===== config.mk =====
export PLATFORM = sky130hd
export DESIGN_NAME = pdc_pipe_ctrl
export DESIGN_NICKNAME = d
export VERILOG_FILES = /design/src/rtl/assert_macros.svh /design/src/rtl/pdc_pkg.sv /design/src/rtl/pdc_pipe_ctrl.sv
export SDC_FILE = /design/constraint.sdc
export NUM_CORES = 1
export LEC_CHECK = 0
export ABC_AREA = 1
export BUFFER_PORTS_ARGS = -buffer_cell sky130_fd_sc_hd__buf_4
export CAP_MARGIN = 10
export CORE_AREA = 4 4 41 43
export CTS_BUF_LIST = sky130_fd_sc_hd__clkbuf_4
export DETAILED_ROUTE_END_ITERATION = 16
export DIE_AREA = 0 0 45 47
export PLACE_DENSITY_LB_ADDON = 0.2
export RECOVER_POWER = 100
export SLEW_MARGIN = 20
export SYNTH_ARGS = -nofsm -noshare
export SYNTH_HDL_FRONTEND = slang
export SYNTH_SLANG_ARGS = --single-unit

===== constraint.sdc =====
create_clock -name i_clk -period 1 [get_ports i_clk]
set_clock_uncertainty 0.15 [all_clocks]
set_input_delay 0 -clock i_clk [delete_from_list [all_inputs] [get_ports i_clk]]
set_output_delay 0 -clock i_clk [all_outputs]
set_load 0.01 [all_outputs]

===== src/rtl/assert_macros.svh =====
// ----------------------------------------------------------------------------
// Assertion macros
// Clocked implication checks, disabled while the active-low reset is asserted.
// ----------------------------------------------------------------------------
`ifndef ASSERT_MACROS_SVH
`define ASSERT_MACROS_SVH

// same-cycle implication
`define ASSERT_SAME(label, clk, rst_n, ante, cons, msg) \
    label: assert property (@(posedge clk) disable iff (!rst_n) (ante) |-> (cons)) \
        else $error(msg);

// next-cycle implication
`define ASSERT_NEXT(label, clk, rst_n, ante, cons, msg) \
    label: assert property (@(posedge clk) disable iff (!rst_n) (ante) |=> (cons)) \
        else $error(msg);

`endif


===== src/rtl/pdc_pkg.sv =====
// ----------------------------------------------------------------------------
// pdc_pkg
// Shared types, constants and helpers of the differential drive PID unit.
// ----------------------------------------------------------------------------
package pdc_pkg;

    localparam int GAIN_FRAC_BITS = 8;
    localparam int SPEED_MAX      = 255;

    localparam int GAIN_W     = 16;
    localparam int POS_W      = 16;
    localparam int CNT_W      = 32;
    localparam int SPEED_W    = 8;
    localparam int CFG_IDX_W  = 3;
    localparam int CFG_DATA_W = 16;

    // products and their sum
    localparam int PROD_W  = GAIN_W + 1 + CNT_W;      // gain * error / integral
    localparam int PRODD_W = GAIN_W + 1 + CNT_W + 1;  // gain * derivative
    localparam int SUM_W   = PRODD_W + 2;
    localparam int CORR_W  = SUM_W - GAIN_FRAC_BITS;

    localparam int NUM_STAGES = 6;

    // register indexes
    localparam logic [CFG_IDX_W-1:0] IDX_FWD_KP      = 3'd0;
    localparam logic [CFG_IDX_W-1:0] IDX_FWD_KI      = 3'd1;
    localparam logic [CFG_IDX_W-1:0] IDX_FWD_KD      = 3'd2;
    localparam logic [CFG_IDX_W-1:0] IDX_BWD_KP      = 3'd3;
    localparam logic [CFG_IDX_W-1:0] IDX_BWD_KI      = 3'd4;
    localparam logic [CFG_IDX_W-1:0] IDX_BWD_KD      = 3'd5;
    localparam logic [CFG_IDX_W-1:0] IDX_BASE_SPEED  = 3'd6;
    localparam logic [CFG_IDX_W-1:0] IDX_LINE_CENTER = 3'd7;

    // tick modes
    localparam logic OP_FWD = 1'b0;
    localparam logic OP_BWD = 1'b1;

    typedef struct packed {
        logic [GAIN_W-1:0]  fwd_kp;
        logic [GAIN_W-1:0]  fwd_ki;
        logic [GAIN_W-1:0]  fwd_kd;
        logic [GAIN_W-1:0]  bwd_kp;
        logic [GAIN_W-1:0]  bwd_ki;
        logic [GAIN_W-1:0]  bwd_kd;
        logic [SPEED_W-1:0] base_speed;
        logic [POS_W-1:0]   line_center;
    } t_cfg;

    typedef struct packed {
        logic [NUM_STAGES-1:0] valid;
        logic [NUM_STAGES-1:0] load;
    } t_pipe_ctl;

    typedef struct packed {
        logic                    op;
        logic signed [CNT_W-1:0] err;
        logic signed [CNT_W-1:0] acc;
        logic signed [CNT_W:0]   deriv;
    } t_terms;

    // saturate a 33-bit signed value to 32 bits
    function automatic logic signed [CNT_W-1:0] sat32(input logic signed [CNT_W:0] v);
        logic signed [CNT_W-1:0] res;
        if (v[CNT_W] != v[CNT_W-1]) begin
            res = v[CNT_W] ? {1'b1, {(CNT_W-1){1'b0}}} : {1'b0, {(CNT_W-1){1'b1}}};
        end else begin
            res = v[CNT_W-1:0];
        end
        return res;
    endfunction

endpackage


===== src/rtl/pdc_pipe_ctrl.sv =====
// ----------------------------------------------------------------------------
// pdc_pipe_ctrl
// Valid bits and load enables of the stage pipeline; bubbles collapse.
// ----------------------------------------------------------------------------
module pdc_pipe_ctrl (
    input  logic                 i_clk,
    input  logic                 i_rst_n,
    input  logic                 i_in_valid,
    input  logic                 i_out_ready,
    output logic                 o_in_ready,
    output pdc_pkg::t_pipe_ctl   o_ctl
);
    import pdc_pkg::*;

    logic [NUM_STAGES-1:0] r_valid;
    logic [NUM_STAGES-1:0] n_valid;
    logic [NUM_STAGES-1:0] w_ready;
    logic [NUM_STAGES-1:0] w_vin;

    always_comb begin
        w_ready[NUM_STAGES-1] = !r_valid[NUM_STAGES-1] || i_out_ready;
        for (int k = NUM_STAGES - 2; k >= 0; k--) begin
            w_ready[k] = !r_valid[k] || w_ready[k+1];
        end
        w_vin   = {r_valid[NUM_STAGES-2:0], i_in_valid};
        n_valid = (w_ready & w_vin) | (~w_ready & r_valid);
    end

    always_ff @(posedge i_clk) begin
        if (!i_rst_n) begin
            r_valid <= '0;
        end else begin
            r_valid <= n_valid;
        end
    end

    assign o_in_ready  = w_ready[0];
    assign o_ctl.valid = r_valid;
    assign o_ctl.load  = w_ready & w_vin;
endmodule


## Word level (Yosys, flattened, before mapping)

Cells that the tools add are included.

- Add/sub/neg operators: 0
- Multipliers: 0
- Div/mod/pow operators: 0
- $lt $le $gt $ge: 0
- Equal/unequal tests: 0
- Shifts and indexed selects: 0
- Muxes and demuxes: 0
- Bitwise logic cells: 4
- Reductions and logical operators: 12

Operator list:

| operator | count |
|---|---|
| $and 6x6->6 | 2 |
| $logic_not 1->1 | 6 |
| $logic_or 1x1->1 | 6 |
| $not 6->6 | 1 |
| $or 6x6->6 | 1 |

- Register bits after elaboration: 6
- Bits in latches: 0
- Memory bits (writable): 0
- Memory bits (read-only): 0
- Memories: 0

## Depth between registers and ports, before layout

- Depth after elaboration: 10
- Gate-level depth with buffers: 6

## Worst setup path after synthesis

Ideal clock, no wire load.

- Kind: register to register
- From: register (tool-made name)
- To: register (tool-made name)
- Setup time: 0.066 ns
- Arrival time: 0.919 ns
- Required time: 0.784 ns
- Setup slack: -0.135 ns
- Cell stages (with the launch flop): 5
- Path buffers: 0
- Period minus slack after synthesis: 1.135 ns
- Cells stage by stage: dfxtp_1 -> nand3_2 -> nor2_4 -> nand4_4 -> a21oi_2

==> flow_summary.yaml <==
power_and_ir_drop:
  power.density_cell_area_nw_per_um2: 927.5
  combPwrFrac_pct: 14.4
  power_switching_uw: 125.8
  internal_power_uw: 420.8
  switching_share_pct: 23.01
  power.sequential.fraction_pct: 45.8
  worst_ir_drop_vdd_v: 0.0005339
  p_clk_share_pct: 39.8
  static-leakage-power_nw: 0.2912
placed_design:
  gp_congestion: 0.6279
  detailedPlacementHpwl_um: 506.6
  placed_cell_area_um2: 464.2
  io_buffers: 16
  detailedPlace.worstSlack_ns: -0.1042
sta:
  slew-limit-headroom_pct: 83.52
  setup_viol: 12
  achievable-frequency_mhz: 762.8
  timing_worst_slew_pin_value_ns: 0.2470
  post-route-min-period_ns: 1.311
  timing.final.max_slew_violations: 0
  grt_setup_unrepaired: "true"
  hold_ws_ns: 0.03435
  number_of_failing_hold_endpoints_at_the_final_stage: 0
  finalWorstSetupSlack_ns: -0.3110
  finalCritPeriodShare_pct: 131.1
critical_path:
  critical_path.endpoint_type: "output pin"
  ff2ff_path_depth: 5
  cp_max_fo: 3
  required_ns: 0.85
  crit_path_start_kind: "register"
  crit_chain: "buf_4, buf_6, buf_6, a21oi_2, buf_4"
  worstPathArrival_ns: 1.16
  worst_path_max_delay_cell: "dfxtp_4"
  timing.critical_path.depth: 5
  critical_path.max_stage_delay_ns: 0.34
  endpoint: "o_ctl[5]"
  path_class: "register to output pin"
  path_delay_family: "buffers and inverters"
  timing.critical_path.buf_inv: 4
  r2r_setup_slack_ns: -0.06
route:
  detail-route-antenna-nets: 0
  drt-total-wl_um: 742
  wl_per_cell_um: 9.160
  drt_drc_violations_left: 0
  drt-initial-drc-count: 2
  vias: 333
  detailedRoute.firstPassIterationCount: 2
  vias_per_cell: 4.111
clock_network:
  cts_tree: "done"
  htreeDepth: 1
  clk_root_buffer_cell: "clkbuf_4"
  numClockSinks: 6
  cts-buffers-inserted: 3
  clk_transition_reported_paths_ns: 0.05
  clkLatencyLatePin_ns: 0.24
  cts_max_path_buffers: 2
floorplanning:
  overall_die_area_um2: 2115
  die-width_um: 45
  coreArea_um2: 1301
  initial_utilization_pct: 21.44
  top_level_i_o_count: 17
  num_rows: 13
  chipHeight_um: 47
final_layout:
  nets: 72
  final_cell_area_um2: 589.3
  post_route_cells_drive_above_1_share_pct: 66.67
  antenna_cells_inserted: 0
  synthToLayoutAreaGrowth_pct: 111.2
  fillerInstances: 137
global_routing:
  antenna_violations_before_repair: 0
  first_global_vias: 275
  grt-ovfl-total: 0
  grt_max_degree: 7
  grtUsageTotal_pct: 7.425
  global_route_wire_length_before_repair_mm: 1.110
job:
  max_cap_viol_count: 0
yosys:
  synth_largest_area_cell: "dfxtp_1"
  synthTopCellsByCount: "inv_1, a21oi_1, dfxtp_1"
  yosysSeqAreaShare_pct: 43.05
  post_synth_num_cell_types: 11
  biggest_area_contributors_in_the_synthesized_netlist: "dfxtp_1, inv_1, a21oi_1, nand4_4, nand2_1"
  post-synth-top-area-fraction_pct: 43.05
  ys_ff_latch: 6
  synth.cell_area_um2: 279.0
  asyncSetResetFlopFracSynth_pct: 0
  synth_ff_type: "dfxtp_1"
  synthesis.area_per_instance_um2: 7.750
  synthesis.nets: 40
  yosysWarnings: 0
  yosys.cell_count.top_type: "inv_1"
  synth_enable_flop_cells: 0
  post_synth_inst_count: 36
outcome:
  violations: "negative setup slack"
  outcome: "complete, but fails checks"
hold_path:
  hold_path.class: "input pin to register"
## routing by layer
metal	GRT usage (%)	vias to the layer above	wire [um]
met5	0	-	0
met4	3.509	0	0
met3	4.215	0	80
met2	10.73	14	353
met1	8.864	149	307
li1	-	170	-
## cell type report
type | instances | area [um^2] | share of cell area [%]
timing repair buffer | 27 | 232.7 | 39.49
inverter | 12 | 45.04 | 7.643
sequential | 6 | 130.1 | 22.08
multi-input combinational | 18 | 140.1 | 23.78
tap | 15 | 18.77 | 3.185
clock buffer | 3 | 22.52 | 3.822
## worst min path at each step
stage | slack (ns) | startpoint | cells after the start | to
after floorplan | -0.06 | i_in_valid | 2 | o_ctl[0]
final | 0.03 | i_out_ready | 6 | register
after global placement | 0.12 | i_in_valid | 3 | register
after detailed placement | 0.12 | i_in_valid | 3 | register
after global routing | 0.05 | i_out_ready | 6 | register
after CTS | 0.01 | i_out_ready | 5 | register
## cell families after synthesis
family / count (synthesis) / synth area share (%)
buf+inv: 12 / 16.14
simple gates: 10 / 25.11
compound gates: 8 / 15.69
flops: 6 / 43.05
## stage by stage
stage | cells | utilization (%) | power (mW) | setup TNS [ns]
finish | 81 | 45.29 | 0.5466 | -2.434
global route | 81 | 45.29 | 0.5813 | -3.154
CTS | 78 | 41.92 | 0.5548 | -2.035
detailed placement | 71 | 35.67 | 0.3169 | -0.4380
global placement | 71 | 35.67 | 0.3174 | -0.4108
floorplan | 36 | - | 0.2801 | -0.1322
## tightest hold or removal path, cell delays in order
cell     delay [ns]
buf_4          0.08
inv_2          0.05
nand3_4        0.09
nor2_4         0.05
nand2_2        0.06
a21oi_1        0.05
## cell usage in the layout, fill, tap and decap left out, drive strengths merged
| cell type | instances |
|---|---|
| nand4 | 1 |
| a21oi | 8 |
| clkbuf | 4 |
| dlygate4sd3 | 3 |
| buf | 23 |
| nand2 | 5 |
| dfxtp | 6 |
| inv | 12 |
| nor2 | 2 |
| nand3 | 2 |
## power by group through the flow
stage | Sequential, mW | Clock (mW) | Combinational (mW)
after detailed placement | 0.254 | 0 | 0.0625
after global routing | 0.251 | 0.244 | 0.0862
after CTS | 0.250 | 0.229 | 0.0765
after floorplan | 0.257 | 0 | 0.0233
after global placement | 0.255 | 0 | 0.0627
final | 0.250 | 0.218 | 0.0786
## what timing repair did
item | CTS | global route
buffers inserted | 1 | 4
endpoints found under the hold margin | 6 | 0
resized for setup | 7 | 10
endpoints found under the setup margin | 13 | 15
pin swaps | 4 | 3
hold buffers | 3 | 0
Power figures use the tool's default switching activity.
