--- src/rtl/assert_macros.svh ---
// ----------------------------------------------------------------------------
// Assertion macros
// Clocked implication checks, disabled while the active-low reset is asserted.
// ----------------------------------------------------------------------------
`ifndef ASSERT_MACROS_SVH
`define ASSERT_MACROS_SVH

// same-cycle implication
`define ASSERT_SAME(label, clk, rst_n, ante, cons, msg) \
    label: assert property (@(posedge clk) disable iff (!rst_n) (ante) |-> (cons)) \
        else $error(msg);

// next-cycle implication
`define ASSERT_NEXT(label, clk, rst_n, ante, cons, msg) \
    label: assert property (@(posedge clk) disable iff (!rst_n) (ante) |=> (cons)) \
        else $error(msg);

`endif

--- src/rtl/pdc_pkg.sv ---
// ----------------------------------------------------------------------------
// pdc_pkg
// Shared types, constants and helpers of the differential drive PID unit.
// ----------------------------------------------------------------------------
package pdc_pkg;

    localparam int GAIN_FRAC_BITS = 8;
    localparam int SPEED_MAX      = 255;

    localparam int GAIN_W     = 16;
    localparam int POS_W      = 16;
    localparam int CNT_W      = 32;
    localparam int SPEED_W    = 8;
    localparam int CFG_IDX_W  = 3;
    localparam int CFG_DATA_W = 16;

    // products and their sum
    localparam int PROD_W  = GAIN_W + 1 + CNT_W;      // gain * error / integral
    localparam int PRODD_W = GAIN_W + 1 + CNT_W + 1;  // gain * derivative
    localparam int SUM_W   = PRODD_W + 2;
    localparam int CORR_W  = SUM_W - GAIN_FRAC_BITS;

    localparam int NUM_STAGES = 6;

    // register indexes
    localparam logic [CFG_IDX_W-1:0] IDX_FWD_KP      = 3'd0;
    localparam logic [CFG_IDX_W-1:0] IDX_FWD_KI      = 3'd1;
    localparam logic [CFG_IDX_W-1:0] IDX_FWD_KD      = 3'd2;
    localparam logic [CFG_IDX_W-1:0] IDX_BWD_KP      = 3'd3;
    localparam logic [CFG_IDX_W-1:0] IDX_BWD_KI      = 3'd4;
    localparam logic [CFG_IDX_W-1:0] IDX_BWD_KD      = 3'd5;
    localparam logic [CFG_IDX_W-1:0] IDX_BASE_SPEED  = 3'd6;
    localparam logic [CFG_IDX_W-1:0] IDX_LINE_CENTER = 3'd7;

    // tick modes
    localparam logic OP_FWD = 1'b0;
    localparam logic OP_BWD = 1'b1;

    typedef struct packed {
        logic [GAIN_W-1:0]  fwd_kp;
        logic [GAIN_W-1:0]  fwd_ki;
        logic [GAIN_W-1:0]  fwd_kd;
        logic [GAIN_W-1:0]  bwd_kp;
        logic [GAIN_W-1:0]  bwd_ki;
        logic [GAIN_W-1:0]  bwd_kd;
        logic [SPEED_W-1:0] base_speed;
        logic [POS_W-1:0]   line_center;
    } t_cfg;

    typedef struct packed {
        logic [NUM_STAGES-1:0] valid;
        logic [NUM_STAGES-1:0] load;
    } t_pipe_ctl;

    typedef struct packed {
        logic                    op;
        logic signed [CNT_W-1:0] err;
        logic signed [CNT_W-1:0] acc;
        logic signed [CNT_W:0]   deriv;
    } t_terms;

    // saturate a 33-bit signed value to 32 bits
    function automatic logic signed [CNT_W-1:0] sat32(input logic signed [CNT_W:0] v);
        logic signed [CNT_W-1:0] res;
        if (v[CNT_W] != v[CNT_W-1]) begin
            res = v[CNT_W] ? {1'b1, {(CNT_W-1){1'b0}}} : {1'b0, {(CNT_W-1){1'b1}}};
        end else begin
            res = v[CNT_W-1:0];
        end
        return res;
    endfunction

endpackage

--- src/rtl/pdc_back.sv ---
// ----------------------------------------------------------------------------
// pdc_back
// Gain products, truncated correction and clamped speed result register.
// ----------------------------------------------------------------------------
module pdc_back (
    input  logic                          i_clk,
    input  pdc_pkg::t_pipe_ctl            i_ctl,
    input  pdc_pkg::t_cfg                 i_cfg,
    input  pdc_pkg::t_terms               i_terms,
    output logic [pdc_pkg::SPEED_W-1:0]   o_left_speed,
    output logic [pdc_pkg::SPEED_W-1:0]   o_right_speed
);
    import pdc_pkg::*;

    localparam int SPD_W = CORR_W + 1;
    localparam logic signed [SPD_W-1:0] SPEED_MAX_S = SPD_W'(SPEED_MAX);
    localparam logic signed [SUM_W-1:0] ROUND_BIAS  = SUM_W'((1 << GAIN_FRAC_BITS) - 1);

    // product stage
    logic [GAIN_W-1:0]         w_kp;
    logic [GAIN_W-1:0]         w_ki;
    logic [GAIN_W-1:0]         w_kd;
    logic signed [PROD_W-1:0]  n_prod_p;
    logic signed [PROD_W-1:0]  n_prod_i;
    logic signed [PRODD_W-1:0] n_prod_d;
    logic                      r_op3;
    logic signed [PROD_W-1:0]  r_prod_p;
    logic signed [PROD_W-1:0]  r_prod_i;
    logic signed [PRODD_W-1:0] r_prod_d;

    // correction stage
    logic signed [SUM_W-1:0]   w_sum;
    logic signed [SUM_W-1:0]   w_biased;
    logic signed [SUM_W-1:0]   w_shifted;
    logic                      r_op4;
    logic signed [CORR_W-1:0]  r_corr;

    // speed stage
    logic signed [SPD_W-1:0]   w_base;
    logic signed [SPD_W-1:0]   w_corr;
    logic signed [SPD_W-1:0]   w_left;
    logic signed [SPD_W-1:0]   w_right;
    logic [SPEED_W-1:0]        r_left;
    logic [SPEED_W-1:0]        r_right;

    function automatic logic [SPEED_W-1:0] clamp_speed(input logic signed [SPD_W-1:0] v);
        logic [SPEED_W-1:0] res;
        if (v < 0) begin
            res = '0;
        end else if (v > SPEED_MAX_S) begin
            res = SPEED_MAX_S[SPEED_W-1:0];
        end else begin
            res = v[SPEED_W-1:0];
        end
        return res;
    endfunction

    always_comb begin
        w_kp     = (i_terms.op == OP_FWD) ? i_cfg.fwd_kp : i_cfg.bwd_kp;
        w_ki     = (i_terms.op == OP_FWD) ? i_cfg.fwd_ki : i_cfg.bwd_ki;
        w_kd     = (i_terms.op == OP_FWD) ? i_cfg.fwd_kd : i_cfg.bwd_kd;
        n_prod_p = $signed({1'b0, w_kp}) * i_terms.err;
        n_prod_i = $signed({1'b0, w_ki}) * i_terms.acc;
        n_prod_d = $signed({1'b0, w_kd}) * i_terms.deriv;
    end

    always_ff @(posedge i_clk) begin
        if (i_ctl.load[3]) begin
            r_op3    <= i_terms.op;
            r_prod_p <= n_prod_p;
            r_prod_i <= n_prod_i;
            r_prod_d <= n_prod_d;
        end
    end

    // sum, then shift with a bias on negatives so the result rounds toward zero
    always_comb begin
        w_sum     = SUM_W'(r_prod_p) + SUM_W'(r_prod_i) + SUM_W'(r_prod_d);
        w_biased  = w_sum[SUM_W-1] ? (w_sum + ROUND_BIAS) : w_sum;
        w_shifted = w_biased >>> GAIN_FRAC_BITS;
    end

    always_ff @(posedge i_clk) begin
        if (i_ctl.load[4]) begin
            r_op4  <= r_op3;
            r_corr <= w_shifted[CORR_W-1:0];
        end
    end

    always_comb begin
        w_base = $signed({{(SPD_W-SPEED_W){1'b0}}, i_cfg.base_speed});
        w_corr = SPD_W'(r_corr);
        if (r_op4 == OP_FWD) begin
            w_left  = w_base + w_corr;
            w_right = w_base - w_corr;
        end else begin
            w_left  = w_base - w_corr;
            w_right = w_base + w_corr;
        end
    end

    always_ff @(posedge i_clk) begin
        if (i_ctl.load[5]) begin
            r_left  <= clamp_speed(w_left);
            r_right <= clamp_speed(w_right);
        end
    end

    assign o_left_speed  = r_left;
    assign o_right_speed = r_right;
endmodule

--- config.mk ---
export PLATFORM = sky130hd
export DESIGN_NAME = pdc_back
export DESIGN_NICKNAME = d
export VERILOG_FILES = /design/src/rtl/assert_macros.svh /design/src/rtl/pdc_pkg.sv /design/src/rtl/pdc_back.sv
export SDC_FILE = /design/constraint.sdc
export NUM_CORES = 2
export LEC_CHECK = 0
export BUFFER_PORTS_ARGS = -buffer_cell sky130_fd_sc_hd__buf_4
export CAP_MARGIN = 25
export CORE_MARGIN = 8
export CORE_UTILIZATION = 45
export CTS_BUF_LIST = sky130_fd_sc_hd__clkbuf_2 sky130_fd_sc_hd__clkbuf_4 sky130_fd_sc_hd__clkbuf_8
export DETAILED_ROUTE_END_ITERATION = 10
export SLEW_MARGIN = 20
export SYNTH_ARGS = -nofsm -noshare
export SYNTH_HDL_FRONTEND = slang
export SYNTH_SLANG_ARGS = --single-unit
--- constraint.sdc ---
create_clock -name i_clk -period 22.2 [get_ports i_clk]
set_input_delay 3.33 -clock i_clk [delete_from_list [all_inputs] [get_ports i_clk]]
set_output_delay 3.33 -clock i_clk [all_outputs]
set_load 0.005 [all_outputs]
== Yosys cells after proc, flatten, opt, wreduce, memory -nomap -nowiden ==
Index checks and enable logic that the tools add are counted.
Widths: inputs -> output; s select.
Storage, ports and cells
  output and inout port bits: 16
  register bits after elaboration: 210
  word-level logic and storage cells: 29
Cells by class
  multipliers: 3
  add/subtract/negate cells: 5
  order comparisons: 4
  mux-type cells: 8
Operator list (number)
  $mul 17x32->49: 2
  $gt 45x9->1 const B: 2
  $lt 45x1->1 const B: 2
  $mux 45: 2
  $add 51x9->52 const B: 1
  $add 50x50->51: 1
  $mux 51: 1
  $add 49x49->50: 1
  $mul 17x33->50: 1
  $mux 16: 3
  $add 9x44->45: 1
  $sub 9x44->45: 1
  $mux 8: 2

== Depth between registers and ports, before layout ==
  depth in word-level cells: 4
  depth in mapped cells: 30

== Worst setup path before layout ==
No wires, ideal clock.
  path type: input port to flip-flop
  start point: in i_terms[97] (netlist name)
  end point: reg r_prod_p[47] (data pin)
  path slack: 11349 ps
  data arrival time: 10594 ps
  buffers on the path: 3
  stages: 27
  required time: 21942 ps
  path through: clkbuf_1 > clkbuf_1 > mux2i_1 > clkbuf_1 > nor2b_1 > fa_1 > inv_1 > fa_1 > fa_1 > inv_1 > fa_1 > fa_1 > inv_1 > fa_1 > inv_1 > ha_1 > a21o_1 > a21o_1 > a21o_1 > a211oi_1 > o22ai_1 > a311o_1 > o2bb2ai_1 > a221oi_1 > a21oi_1 > a311o_1 > xor2_1
Between the ends
  cells in the longest elaborated chain, start to end: 2
RTL lines
  start, declared: RTL line pdc_back.sv:9  | input pdc_pkg::t_terms i_terms,
  $mux 16: RTL line pdc_back.sv:59  | w_kp = (i_terms.op == OP_FWD) ? i_cfg.fwd_kp : i_cfg.bwd_kp;
  $mul 17x32->49: RTL line pdc_back.sv:62  | n_prod_p = $signed({1'b0, w_kp}) * i_terms.err;
  via n_prod_p[47]: RTL line pdc_back.sv:23  | logic signed [PROD_W-1:0] n_prod_p;
  end signal, assigned: RTL line pdc_back.sv:70  | r_prod_p <= n_prod_p;
  end, declared: RTL line pdc_back.sv:27  | logic signed [PROD_W-1:0] r_prod_p;
The timed path passes the listed nets, and every way through them passes these cells.
A chain may end at the register's enable or synchronous reset.

== Final worst setup path ==
  start point: in i_terms[97] (netlist name)
  end point: reg r_prod_i[48] (data pin)
Between the ends
  cells in the longest elaborated chain, start to end: 2
RTL lines
  $mux 16: RTL line pdc_back.sv:60  | w_ki = (i_terms.op == OP_FWD) ? i_cfg.fwd_ki : i_cfg.bwd_ki;
  $mul 17x32->49: RTL line pdc_back.sv:63  | n_prod_i = $signed({1'b0, w_ki}) * i_terms.acc;
  via n_prod_i[48]: RTL line pdc_back.sv:24  | logic signed [PROD_W-1:0] n_prod_i;
  end signal, assigned: RTL line pdc_back.sv:71  | r_prod_i <= n_prod_i;
  end, declared: RTL line pdc_back.sv:28  | logic signed [PROD_W-1:0] r_prod_i;
The timed path passes the listed nets, and every way through them passes these cells.

==> results.md <==
* CP max-delay cell: mux2_2
* Post-CTS Setup Bufs at 0
* Filler instances at between 10000 and 15000
* Worst-path clk slew at about 70 ps
* Relative slew slack at between 20% and 30%
* Largest net degree at the start of global routing at 81
* Worst skew pair latency at approximately 570 ps
* IO Pins at ~250
* Mux cell area share after synthesis at less than 1%
* Post-CTS sizing at 0
* Worst path required time at between 20000 and 25000 ps
* RSZ-0062 raised after global routing: false
* FMAX at 0.0829 GHz
* Routed vias/inst at 5.24
* H-tree depth at 2
* Initial DRC count at 2857
* Worst hold slack at between 400 and 500 ps
* Worst Tran Pin Value at approximately 1100 ps
* Dpl cell area at 71100 sq um
* Share of post-route cells with drive strength above 1 at 5.32%
* Placer Congestion at around 0.9
* Register area share after synthesis at about a tenth
* Syn Nets at about 9600
* Grt ovf at 0
* Hold crit path type: reg2reg
* Period Utilization, post-route at a little over half
* CP Launch Type: input pin
* Syn Std Cell Area at a little under 70000 sq um
* Area grow syn2layout at 5.99%
* Distinct cells, synth at 85
* Setup WS pre-CTS at ~9700 ps
* Cell Rows at around 140
* Adder-cell share of the synthesized area at 53.1%
* Post-synth top area share at a little under half
* Die Span Y at 404 um
* Min Tclk post-route at between 10000 and 15000 ps
* Arrival time at the worst endpoint at roughly 12000 ps
* Nets at between 9000 and 10000
* Final Instance Area at between 70000 and 80000 sq um
* Top Layer Used: met4
* FFs w/ async S/R, synth at 0%
* XOR/XNOR share of the synthesized area at under 10%
* Critical path capture point type: flop
* Final wirelength at roughly 180000 um
* Synthesis-stage register bit count at 210
* Drt first pass iters at 6
* Final setup margin at 10140 ps
* Port buffer count at about 220
* Final hold violation count at 0
* CTS Buffer Depth at 3
* Antenna-violating nets left at 0
* Post-route DRC at 0
* Number of synthesized flops with an enable pin at 210
* Largest family of logic cells by synthesized area: adder cells
* CTS sink cnt at between 200 and 250
* Root Buffer: clkbuf_8
* Pins Over Slew Limit at 0
* Ys flop type: edfxtp_1
* MaxCap Viol Count at 0
* Met2 WL post-DR at between 80000 and 90000 um
* CP most frequent cell: fa_1
* Final setup viols at 0
* Synth Area in Compound Gates at 6.35%
* First-pass GRT wire length at around 290000 um
* Status: completed
* CTS Buf Count at 34
* Hold Crit Depth at 0
* Initial antenna violation count at 3
* Gr usage total at 22.0%
* WL/cell at between 15 and 20 um
* CP Max Fanout at 32
* Vias at a little under 50000
* Vias in the first global route at between 50000 and 60000
* Largest cells by area after synthesis: fa_1 45%, inv_1 9.7%, edfxtp_1 9.3%, ha_1 7.7%, nand2_1 6.1%
* Avg Inst Size Synth at ~9 sq um
* Clock Skew at 28.1 ps
* Synth Instances at roughly 7400
* Die extent in x at ~400 um
* Synth Warn # at 0
* CTS tree: done
* Largest area contributor in the netlist: fa_1
* Met3 WL post-DR at 10700 um
* Core Area at 150000 sq um
* Reg2Reg Depth at 14
* TNS Setup at 0 ps
* Crit path kind: in2reg
* Die area at between 150000 and 200000 sq um
* Metal1 wirelength at 73800 um
* Starting density of the core at between 40% and 50%
* DP Wirelength at approximately 140000 um
* Simple-Gate Fraction of Synth Area at 15.5%
* Slowest stage delay, CP at slightly above 900 ps
* Hold buffers post-CTS at 0
[cell usage after synthesis (21+ instances only)]
library cell  instances
nand2_1            1092
ha_1                418
nor2b_1             401
o21bai_1             37
nand2b_1             41
nor2_1              140
edfxtp_1            210
mux2i_1              21
o21ai_0             102
nand4_1              48
nand3_1              59
xor2_1               75
xnor2_1             195
mux2_2               36
o21a_1               24
a21o_1               97
a21oi_1             223
clkbuf_1            287
and2_1              229
inv_1              1757
nor3_1               65
fa_1               1534
[cell families (layout without fill, tap and decap cells)]
family                   Yosys count  count (layout)
AO/OA/AOI/OAI                    666             666
XOR/XNOR                         270             270
adder cells (fa/ha/maj)         1952            1952
buffers and inverters           2050            2063
flip-flops                       210             210
multiplexers                      58              58
other                              0               2
AND/OR/NAND/NOR                 2168            2168
[cells in the final DEF (no fill, tap or decap), drive strengths merged, types with 22 or more instances in the layout]
cell type	n
a21o	97
a21oi	224
and2	230
buf	244
clkbuf	44
edfxtp	210
fa	1534
ha	418
inv	1758
mux2	36
mux2i	22
nand2	1092
nand2b	41
nand3	60
nand4	48
nor2	140
nor2b	401
nor3	65
o21a	24
o21ai	107
o21bai	37
xnor2	195
xor2	75
[per-stage QoR]
stage | cells | utilization (%)
finish | 9405 | 48.0
global route | 9405 | 48.0
CTS | 9403 | 48.0
detailed placement | 9342 | 47.5
global placement | 9342 | 47.5
floorplan | 7374 | -
[cell type report]
type | instances | area (sq um) | share of cell area, %
clock inverters | 17 | 133 | 0.185
multi-input cells | 5114 | 53800 | 75.0
repair buffers | 244 | 1840 | 2.56
flip-flops and latches | 210 | 6310 | 8.79
diodes | 2 | 5.00 | 0.00697
well taps | 2016 | 2520 | 3.51
clock buffers | 44 | 543 | 0.757
inverters | 1758 | 6600 | 9.19
[state kept, by name (all words and copies together) (netlist names)]
name and count:
r_prod_i 49, r_prod_d 50, r_op3 1, r_prod_p 49
o_right_speed 8, r_op4 1, r_corr 44, o_left_speed 8
[worst max-delay path: cells and delay by family]
family	cells	cell delay [ps]
XOR/XNOR	1	150
multiplexers	1	920
AND/OR/NAND/NOR	2	550
adder cells (fa/ha/maj)	7	3390
AO/OA/AOI/OAI	10	2660
buffers and inverters	5	1250
[per-layer routing]
metal | vias to the layer above | GRT usage, %
met2 | 1499 | 37.7
met4 | 0 | 6.64
met5 | - | 0
li1 | 22071 | -
met3 | 319 | 3.14
met1 | 25386 | 29.0
[final timing paths]
check | slack [ps] | endpoint | from
setup / recovery | 10140 | r_prod_i[48] | i_terms[97]
hold / removal | 450 | r_op4 | r_op3
setup reg to reg | 16110 | r_corr[43] | r_prod_d[6]
hold reg to reg | 450 | r_op4 | r_op3
Power is not shown: default switching activity piles up to over one toggle a cycle in this logic, so the estimate is an artifact.
