===== src/rtl/assert_macros.svh =====
// ----------------------------------------------------------------------------
// Assertion macros
// Clocked implication checks, disabled while the active-low reset is asserted.
// ----------------------------------------------------------------------------
`ifndef ASSERT_MACROS_SVH
`define ASSERT_MACROS_SVH

// same-cycle implication
`define ASSERT_SAME(label, clk, rst_n, ante, cons, msg) \
    label: assert property (@(posedge clk) disable iff (!rst_n) (ante) |-> (cons)) \
        else $error(msg);

// next-cycle implication
`define ASSERT_NEXT(label, clk, rst_n, ante, cons, msg) \
    label: assert property (@(posedge clk) disable iff (!rst_n) (ante) |=> (cons)) \
        else $error(msg);

`endif


===== src/rtl/pdc_pkg.sv =====
// ----------------------------------------------------------------------------
// pdc_pkg
// Shared types, constants and helpers of the differential drive PID unit.
// ----------------------------------------------------------------------------
package pdc_pkg;

    localparam int GAIN_FRAC_BITS = 8;
    localparam int SPEED_MAX      = 255;

    localparam int GAIN_W     = 16;
    localparam int POS_W      = 16;
    localparam int CNT_W      = 32;
    localparam int SPEED_W    = 8;
    localparam int CFG_IDX_W  = 3;
    localparam int CFG_DATA_W = 16;

    // products and their sum
    localparam int PROD_W  = GAIN_W + 1 + CNT_W;      // gain * error / integral
    localparam int PRODD_W = GAIN_W + 1 + CNT_W + 1;  // gain * derivative
    localparam int SUM_W   = PRODD_W + 2;
    localparam int CORR_W  = SUM_W - GAIN_FRAC_BITS;

    localparam int NUM_STAGES = 6;

    // register indexes
    localparam logic [CFG_IDX_W-1:0] IDX_FWD_KP      = 3'd0;
    localparam logic [CFG_IDX_W-1:0] IDX_FWD_KI      = 3'd1;
    localparam logic [CFG_IDX_W-1:0] IDX_FWD_KD      = 3'd2;
    localparam logic [CFG_IDX_W-1:0] IDX_BWD_KP      = 3'd3;
    localparam logic [CFG_IDX_W-1:0] IDX_BWD_KI      = 3'd4;
    localparam logic [CFG_IDX_W-1:0] IDX_BWD_KD      = 3'd5;
    localparam logic [CFG_IDX_W-1:0] IDX_BASE_SPEED  = 3'd6;
    localparam logic [CFG_IDX_W-1:0] IDX_LINE_CENTER = 3'd7;

    // tick modes
    localparam logic OP_FWD = 1'b0;
    localparam logic OP_BWD = 1'b1;

    typedef struct packed {
        logic [GAIN_W-1:0]  fwd_kp;
        logic [GAIN_W-1:0]  fwd_ki;
        logic [GAIN_W-1:0]  fwd_kd;
        logic [GAIN_W-1:0]  bwd_kp;
        logic [GAIN_W-1:0]  bwd_ki;
        logic [GAIN_W-1:0]  bwd_kd;
        logic [SPEED_W-1:0] base_speed;
        logic [POS_W-1:0]   line_center;
    } t_cfg;

    typedef struct packed {
        logic [NUM_STAGES-1:0] valid;
        logic [NUM_STAGES-1:0] load;
    } t_pipe_ctl;

    typedef struct packed {
        logic                    op;
        logic signed [CNT_W-1:0] err;
        logic signed [CNT_W-1:0] acc;
        logic signed [CNT_W:0]   deriv;
    } t_terms;

    // saturate a 33-bit signed value to 32 bits
    function automatic logic signed [CNT_W-1:0] sat32(input logic signed [CNT_W:0] v);
        logic signed [CNT_W-1:0] res;
        if (v[CNT_W] != v[CNT_W-1]) begin
            res = v[CNT_W] ? {1'b1, {(CNT_W-1){1'b0}}} : {1'b0, {(CNT_W-1){1'b1}}};
        end else begin
            res = v[CNT_W-1:0];
        end
        return res;
    endfunction

endpackage


===== src/rtl/pdc_cfg_regs.sv =====
// ----------------------------------------------------------------------------
// pdc_cfg_regs
// Gain, base speed and line center registers behind a plain write port.
// ----------------------------------------------------------------------------
module pdc_cfg_regs (
    input  logic                             i_clk,
    input  logic                             i_rst_n,
    input  logic                             i_cfg_we,
    input  logic [pdc_pkg::CFG_IDX_W-1:0]    i_cfg_idx,
    input  logic [pdc_pkg::CFG_DATA_W-1:0]   i_cfg_data,
    output pdc_pkg::t_cfg                    o_cfg
);
    import pdc_pkg::*;

    t_cfg r_cfg;

    always_ff @(posedge i_clk) begin
        if (!i_rst_n) begin
            r_cfg.fwd_kp      <= 16'd256;
            r_cfg.fwd_ki      <= 16'd0;
            r_cfg.fwd_kd      <= 16'd179;
            r_cfg.bwd_kp      <= 16'd307;
            r_cfg.bwd_ki      <= 16'd0;
            r_cfg.bwd_kd      <= 16'd154;
            r_cfg.base_speed  <= 8'd180;
            r_cfg.line_center <= 16'd3500;
        end else if (i_cfg_we) begin
            unique case (i_cfg_idx)
                IDX_FWD_KP:      r_cfg.fwd_kp      <= i_cfg_data;
                IDX_FWD_KI:      r_cfg.fwd_ki      <= i_cfg_data;
                IDX_FWD_KD:      r_cfg.fwd_kd      <= i_cfg_data;
                IDX_BWD_KP:      r_cfg.bwd_kp      <= i_cfg_data;
                IDX_BWD_KI:      r_cfg.bwd_ki      <= i_cfg_data;
                IDX_BWD_KD:      r_cfg.bwd_kd      <= i_cfg_data;
                IDX_BASE_SPEED:  r_cfg.base_speed  <= i_cfg_data[SPEED_W-1:0];
                IDX_LINE_CENTER: r_cfg.line_center <= i_cfg_data;
                default: ;
            endcase
        end
    end

    assign o_cfg = r_cfg;
endmodule


===== config.mk =====
export PLATFORM = sky130hd
export DESIGN_NAME = pdc_cfg_regs
export DESIGN_NICKNAME = d
export VERILOG_FILES = /design/src/rtl/assert_macros.svh /design/src/rtl/pdc_pkg.sv /design/src/rtl/pdc_cfg_regs.sv
export SDC_FILE = /design/constraint.sdc
export NUM_CORES = 1
export LEC_CHECK = 0
export ABC_AREA = 1
export BUFFER_PORTS_ARGS = -buffer_cell sky130_fd_sc_hd__buf_2
export CAP_MARGIN = 40
export CORE_ASPECT_RATIO = 1.2
export CORE_MARGIN = 5
export CORE_UTILIZATION = 48
export CTS_BUF_LIST = sky130_fd_sc_hd__clkbuf_4
export CTS_CLUSTER_SIZE = 25
export DETAILED_ROUTE_END_ITERATION = 12
export GPL_TIMING_DRIVEN = 0
export PLACE_DENSITY = 0.78
export SETUP_SLACK_MARGIN = 0.4
export SLEW_MARGIN = 20
export SYNTH_ARGS = -nofsm -noshare
export SYNTH_HDL_FRONTEND = slang
export SYNTH_SLANG_ARGS = --single-unit

===== constraint.sdc =====
create_clock -name i_clk -period 0.9 [get_ports i_clk]
set_clock_uncertainty 0.2 [all_clocks]
set_input_delay 0.09 -clock i_clk [delete_from_list [all_inputs] [get_ports i_clk]]
set_output_delay 0.09 -clock i_clk [all_outputs]
set_load 0.05 [all_outputs]

# --- Word level (Yosys, flattened, before mapping) ---
# Cells that the tools add are included.
totals:
  regBits: 120
  latch_bits: 0
  ramBits: 0
  rom_bits: 0
  inputBits: 22
  out_inout_bits: 120
  mem_count: 0
op_classes:
  n_addsub: 0
  mul: 0
  n_div: 0
  magnitude_cmp: 0
  n_eq_ne: 7
  shifts: 0
  muxes: 0
  bitwise: 0
  reduce_logical: 9
ops:
  columns: ["op", "count"]
  rows:
  - ["2-bit AND reduction", 8]
  - ["3-bit equality test, second input constant", 4]
  - ["3-bit by 2-bit equality test with 1-bit output, second input constant", 2]
  - ["3-bit by 1-bit equality test with 1-bit output, second input constant", 1]
  - ["3-bit logical NOT", 1]

# --- Depth between registers and ports, before layout ---
# Gate-level depths: netlist (run 1).
logic_depth:
  depth_word: 2
  depth_mapped: 7
  depth_no_buf: 5

# --- Worst setup path after synthesis (run 1) ---
# OpenSTA, ideal clock, no wires.
synth_path:
  kind: "reg2reg"
  from: "register, netlist name o_cfg[0]"
  to: "register r_cfg (netlist bit o_cfg[0])"
  setup_time_ps: 64
  arrival_time_ps: 794
  required_time_ps: 636
  setup_slack_ps: -158
  path_stages_with_launch: 3
  path_buffers: 0
  period_less_slack_ps: 1058
  path_cell_list: "dfxtp_1 > nor2_1 > nor2_1"
synth_rtl:
  columns: ["item", "line_no", "source"]
  rows:
  - ["to (decl)", "pdc_cfg_regs.sv:15", "t_cfg r_cfg;"]

# --- Final worst setup path (run 1) ---
layout_path:
  from: "register r_cfg (netlist bit o_cfg[119])"
  to: "output port o_cfg[119] (netlist name)"
layout_rtl:
  columns: ["item", "line_no", "source"]
  rows:
  - ["to (decl)", "pdc_cfg_regs.sv:11", "output pdc_pkg::t_cfg o_cfg"]
# No word-level cell between the ends.

==> results of run 1 <==
worst max path at each step:
stage,startpoint,to,slack [ns],depth (start not counted)
final,o_cfg[119]$_SDFFE_PN0P_,o_cfg[119],-0.54,1
after global routing,o_cfg[16]$_SDFFE_PN0P_,o_cfg[16],-0.56,1
after CTS,o_cfg[91]$_SDFFE_PN0P_,o_cfg[91],-0.48,1
after detailed placement,i_cfg_idx[1],o_cfg[82]$_SDFFE_PN0P_,-0.62,7
after global placement,i_cfg_idx[1],o_cfg[86]$_SDFFE_PN0P_,-0.61,7
after floorplan,i_cfg_idx[1],o_cfg[16]$_SDFFE_PN0P_,-0.11,6
cells by family (layout without fill, tap and decap cells):
group,Yosys count,after routing,share of synthesized area
buf+inv,61,290,0.0707
simple gates,477,477,0.423
flops,120,120,0.506
stage by stage:
step / power [mW] / setup WS (ns) / TNS (ns) / cells / hold WS (ns)
final: 13.3 / -0.544 / -61.27 / 1010 / -0.426
after global routing: 13.5 / -0.563 / -65.44 / 1010 / -0.439
after CTS: 12.3 / -0.484 / -56.33 / 960 / -0.449
after detailed placement: 7.57 / -0.623 / -57.70 / 921 / 0.134
after global placement: 7.53 / -0.610 / -55.28 / 921 / 0.122
after floorplan: 7.04 / -0.113 / -4.83 / 658 / -0.00166
synthesized netlist by cell type:
master      n
nor2_1    190
clkbuf_1    5
nand2_2     1
buf_6       7
inv_2       3
nor2_2      3
buf_2       7
buf_4      12
nand2_1   163
nand2_4     2
inv_1      20
dfxtp_1   120
nand3_1   111
nor2_4      7
buf_1       7
final cells by class:
| class | count | area (sq um) | share of cell area |
|---|---|---|---|
| buffer | 38 | 390 | 0.0417 |
| clock buffer | 21 | 158 | 0.0168 |
| clock inverter | 11 | 154 | 0.0164 |
| inverter | 23 | 139 | 0.0148 |
| multi-input combinational | 477 | 3010 | 0.322 |
| sequential | 120 | 2850 | 0.305 |
| tap | 123 | 154 | 0.0164 |
| timing repair buffer | 197 | 2500 | 0.267 |
power by group through the flow:
stage	Sequential [mW]	Combinational [mW]	Clock, mW
final	5.52	3.16	4.63
after global routing	5.53	3.21	4.79
after CTS	5.46	2.52	4.31
after detailed placement	5.49	2.09	0
after global placement	5.48	2.05	0
after floorplan	6.15	0.892	0
per-layer routing:
layer,vias up,part of all wire,global-route usage
li1,2485,-,-
met4,2,0.11,0.204
met2,823,0.46,0.581
met5,-,0.00066,0
met3,337,0.12,0.112
met1,3100,0.30,0.355
timing repair:
| action | in CTS | in global routing |
|---|---|---|
| endpoints found under the setup margin | 240 | 240 |
| hold endpoints to repair | 120 | 120 |
| setup buffers | 7 | 50 |
| pin swaps | 110 | 53 |
| resized for setup | 414 | 165 |
==> key figures, run 1 <==
Critical path
  • Slowest stage delay, CP: between 0.4 and 0.5 ns
  • Worst R2R Setup Slack: -0.23 ns
  • Worst path bufs/invs: 1
  • Startpoint Class: register
  • CP max stage cell: dfxtp_4
  • WP data arrival: about 1.2 ns
  • Setup crit end kind: output port
  • WS Path Type: reg2out
  • RR Startpoint: o_cfg[12]$_SDFFE_PN0P_
  • R2R cell count: 2
  • Worst R2R End: o_cfg[12]$_SDFFE_PN0P_
  • CP delay by family, top: flip-flops
  • CP Cell Sequence: buf_8
  • Crit-path max FO: 2
  • Worst EP required: between 0.6 and 0.7 ns

Drt
  • Wirelength per Cell: ~30 um
  • Vias: just under 7000
  • ANT nets after route: 0
  • Vias/cell: between 6 and 7
  • Pre-antenna DRT Iters: 9
  • Initial drt markers: approximately 1100
  • Post-Route WL: between 30000 and 40000 um
  • # DRC: 0

CTS
  • Inserted Clock Buffers: 17
  • H-tree levels: 4
  • CTS Buffer Depth: 2
  • Sink Count: 120
  • Clk root buf: clkbuf_4
  • Reg clk slew, reported paths: between 0.1 and 0.15 ns
  • Clock Latency Late Sink: between 0.5 and 0.6 ns
  • CTS tree: yes

Hold path
  • Hold Path End: o_cfg[11]$_SDFFE_PN1P_
  • Beginning of the worst hold path: i_cfg_data[11]
  • Min-Delay Path Class: in2reg
  • WHS Path Cells: 3

Global routing
  • Largest net degree at the start of global routing: 17
  • Initial antenna violation count: 1
  • First-pass GRT wire length: roughly 31000 um
  • Total GRT Usage: 0.339
  • Vias in the first global route: 5720
  • Gr ovfl total: 0

Timing
  • Worst slew pin tran: slightly above 0.8 ns
  • Crit share post-route: 1.60
  • Final worst slack: -0.544 ns
  • Hold slack final: -0.426 ns
  • Headroom to the max-slew limit: 0.461
  • RSZ-0062 raised after global routing: yes
  • Endpoints failing setup: roughly 160
  • Min cycle time layout: around 1.4 ns
  • Pins Over Slew Limit: 0
  • FMAX: 693 MHz
  • Final Hold Viols: between 100 and 150

Logic synthesis
  • Mapped Cells: around 660
  • Syn Area/Cell: 7.21 sq um
  • Yosys reg bits: 120
  • Register area share after synthesis: 0.506
  • Post-Syn Nets: 680
  • Area leader, netlist: dfxtp_1
  • Syn. warnings: 0
  • Yosys cell types: 15
  • Top cells by area, synth: dfxtp_1, nor2_1, nand2_1, nand3_1, buf_4
  • Post-Syn Area: around 4700 sq um
  • Top-area cell type share of the netlist area: 0.506

Finish
  • Final design area excluding fillers: between 9000 and 10000 sq um
  • ANT cells: 0
  • Final core occ: 0.974
  • Max reg flops: 120
  • FILL cells: about 150
  • Commonest non-fill, non-tap cell in the layout: nand2_1
  • Final net count: 896
  • Most frequent cells in the layout: nand2_1, buf_8, dfxtp_4, nor2_1, nand3_2
  • Layout cells sized above 1: 0.689
  • Area Growth Syn to Fin: 97.3%

Run status
  • Status: complete, but fails checks
  • Failing checks: negative hold slack, negative setup slack

Floorplanning
  • Die X: about 100 um
  • Io pins: 142
  • Die ar.: ~12000 sq um
  • Initial Util: 0.494
  • Area of the core: just under 10000 sq um
  • Die Ht: approximately 120 um
  • Number of placement rows: 39

Power and ir drop
  • Sequential fraction of design power: 0.415
  • Worst vdd ir: 1410 uV
  • Int Pwr: between 8 and 9 mW
  • Sw Pwr: 4.63 mW
  • Cell area power density: between 1000 and 1500 nW/um^2
  • Comb pwr share: 0.237
  • Leak: between 3 and 4 nW
  • Sw frac: 0.347
  • Clk pwr share: 0.348

Flow run
  • Max-Cap Viols: 0

Placed design
  • Placer Congestion: ~0.83
  • DP Area: around 6700 sq um
  • Hpwl dp: ~11000 um
  • PortBufs: 140
(Power assumes the default switching activity.)
==> inputs of run 2 (changes only) <==
- BUFFER_PORTS_ARGS: -buffer_cell sky130_fd_sc_hd__buf_2 -> -buffer_cell sky130_fd_sc_hd__buf_4
- CELL_PAD_IN_SITES_DETAIL_PLACEMENT: unset -> 1
- CELL_PAD_IN_SITES_GLOBAL_PLACEMENT: unset -> 1
- CORE_MARGIN: 5 -> 2
- CORE_UTILIZATION: 48 -> 34
- PLACE_DENSITY: 0.78 -> unset
- PLACE_DENSITY_LB_ADDON: unset -> 0.1
==> key figures, run 2 (same netlist as run 1, synthesis figures left out) <==
Run status
  • Status: complete, but fails checks
  • Failing checks: negative hold slack, negative setup slack

Power and ir drop
  • Cell area power density: 1350 nW/um^2 (-5.0%)
  • Comb pwr share: 0.236 (about the same)
  • Sw frac: 0.336 (-0.0111)
  • Sw Pwr: 4.41 mW (-4.6%)
  • Leak: 4.10 nW (+2.6%)
  • Pwr Total: 13.1 mW (-1.5%)
  • Sequential fraction of design power: 0.420 (+0.005)
  • Worst vdd ir: 722 uV (-49%)
  • Clk pwr share: 0.344 (-0.004)
  • Int Pwr: 8.70 mW (+0.17%)

Finish
  • Final Non-Filler Cells: 1067 (+5.6%)
  • Area Growth Syn to Fin: 105%
  • Layout cells sized above 1: 0.713 (+0.0240)
  • Commonest non-fill, non-tap cell in the layout: nand2_1
  • Final net count: 906 (+1.1%)
  • FILL cells: 1428 (+880%)
  • Most frequent cells in the layout: nand2_1, buf_8, dfxtp_4, nand3_2, nor2_1
  • Final core occ: 0.708 (-0.265)
  • Max reg flops: 120 (unchanged)

Floorplanning
  • Initial Util: 0.346 (-0.147)
  • Die Ht: 133 um (+12%)
  • Die X: 112 um (+11%)
  • Io pins: 142 (unchanged)
  • Die ar.: 14900 sq um (+25%)
  • Area of the core: 13700 sq um (+43%)
  • Number of placement rows: 47 (+21%)

Timing
  • RSZ-0062 raised after global routing: yes
  • FMAX: 690 MHz (-0.30%)
  • Crit share post-route: 1.61 (+0.00490)
  • Headroom to the max-slew limit: 0.449 (-0.0123)
  • Endpoints failing setup: 142 (-9.0%)
  • Final Hold Viols: 120 (+3.4%)
  • Worst slew pin tran: 0.827 ns (+0.0184 ns)
  • Pins Over Slew Limit: 0 (unchanged)
  • Final worst slack: -0.548 ns (-0.00441 ns)
  • Setup TNS: -59.57 ns (+1.69 ns)
  • Min cycle time layout: 1.45 ns (+0.00441 ns)
  • Hold slack final: -0.438 ns (-0.0122 ns)

Flow run
  • Max-Cap Viols: 0 (unchanged)

Critical path
  • WS Path Type: reg2out
  • CP delay by family, top: flip-flops
  • Crit-path max FO: 2 (unchanged)
  • CP Cell Sequence: buf_8
  • CP max stage cell: dfxtp_4
  • Startpoint Class: register
  • Worst path bufs/invs: 1 (unchanged)
  • Worst EP required: 0.61 ns (about the same)
  • Slowest stage delay, CP: 0.42 ns (about the same)
  • Setup crit end kind: output port
  • WP data arrival: 1.16 ns (about the same)

CTS
  • Clock Latency Late Sink: 0.58 ns (+0.02 ns)
  • Inserted Clock Buffers: 17 (unchanged)
  • Clk root buf: clkbuf_4
  • H-tree levels: 4 (unchanged)
  • Reg clk slew, reported paths: 0.13 ns (about the same)
  • CTS Buffer Depth: 2 (unchanged)
  • CTS tree: yes
  • Sink Count: 120 (unchanged)

Drt
  • Pre-antenna DRT Iters: 4 (-5)
  • Initial drt markers: 358 (-68%)
  • # DRC: 0 (unchanged)
  • Vias/cell: 5.27 (-21%)
  • Post-Route WL: 25900 um (-14%)
  • ANT nets after route: 0 (unchanged)
  • Wirelength per Cell: 24.3 um (-19%)
  • Vias: 5628 (-17%)

Global routing
  • First-pass GRT wire length: 30200 um (-2.8%)
  • Initial antenna violation count: 1 (unchanged)
  • Vias in the first global route: 5459 (-4.6%)
  • Gr ovfl total: 0 (unchanged)
  • Total GRT Usage: 0.263 (-0.0766)
  • Largest net degree at the start of global routing: 17 (unchanged)

Placed design
  • Placer Congestion: 0.785 (-5.2%)
  • Hpwl dp: 12800 um (+14%)
  • Dpl cells: 969 (+5.2%)
  • PortBufs: 140 (unchanged)

Hold path
  • Min-Delay Path Class: in2reg
-- run 2: cell types whose count changed in the layout (fill, tap and decap cells not counted), moves of 2 or more --
cell	change
nand2_1	-4
nor2_4	+10
nor2_2	-5
nand2_4	+3
buf_4	+19
nand3_1	-8
buf_2	-16
nor2_1	-5
nand3_2	+8
buf_6	+6
clkinv_1	-2
clkbuf_4	-2
-- run 2: final timing paths --
path / startpoint / to / slack [ns] / cells past startpoint
worst max-delay path: o_cfg[15]$_SDFFE_PN0P_ / o_cfg[15] / -0.55 / 1
worst min-delay path: i_cfg_data[2] / o_cfg[18]$_SDFFE_PN1P_ / -0.44 / 3
worst max register to register: o_cfg[4]$_SDFFE_PN0P_ / o_cfg[4]$_SDFFE_PN0P_ / -0.13 / 4
worst min register to register: o_cfg[112]$_SDFFE_PN1P_ / o_cfg[112]$_SDFFE_PN1P_ / 0.29 / 2
-- run 2: cell type report --
| cell class | instances | area, sq um | share of cell area |
|---|---|---|---|
| inverters | 23 | 139 | 0.0143 |
| clock inverters | 10 | 154 | 0.0159 |
| diodes | 1 | 2.50 | 0.000258 |
| flip-flops and latches | 120 | 2850 | 0.294 |
| repair buffers | 207 | 2660 | 0.274 |
| plain buffers | 38 | 394 | 0.0406 |
| well taps | 171 | 214 | 0.0220 |
| clock buffers | 20 | 150 | 0.0155 |
| multi-input cells | 477 | 3140 | 0.324 |
-- run 2: timing repair --
action,in CTS,in global routing
endpoints found under the setup margin,240,240
gates resized for setup,310,183
pin swaps,110,58
cloned,0,1
buffers inserted,8,58
endpoints found under the hold margin,120,120
-- run 2: per-layer routing --
layer	global-route usage	wire (um)	vias up
met5	0	0	-
met4	0.0624	1100	0
met3	0.0646	1390	75
met2	0.485	14100	216
met1	0.304	9330	2813
li1	-	-	2524
-- run 2: stage by stage --
step	hold slack (ns)	cell area (sq um)	setup WS (ns)
after floorplan	-0.00166	5820	-0.113
after global placement	0.121	7080	-0.514
after detailed placement	0.128	7080	-0.536
after CTS	-0.450	8560	-0.488
after global routing	-0.461	9710	-0.563
final	-0.438	9710	-0.548
-- run 2: power by group through the flow --
| stage | clock network, mW | registers (mW) | logic (mW) |
|---|---|---|---|
| global placement | 0 | 5.49 | 2.22 |
| detailed placement | 0 | 5.50 | 2.26 |
| CTS | 4.38 | 5.47 | 2.60 |
| finish | 4.51 | 5.52 | 3.09 |
| floorplan | 0 | 6.15 | 0.892 |
| global route | 4.72 | 5.54 | 3.21 |
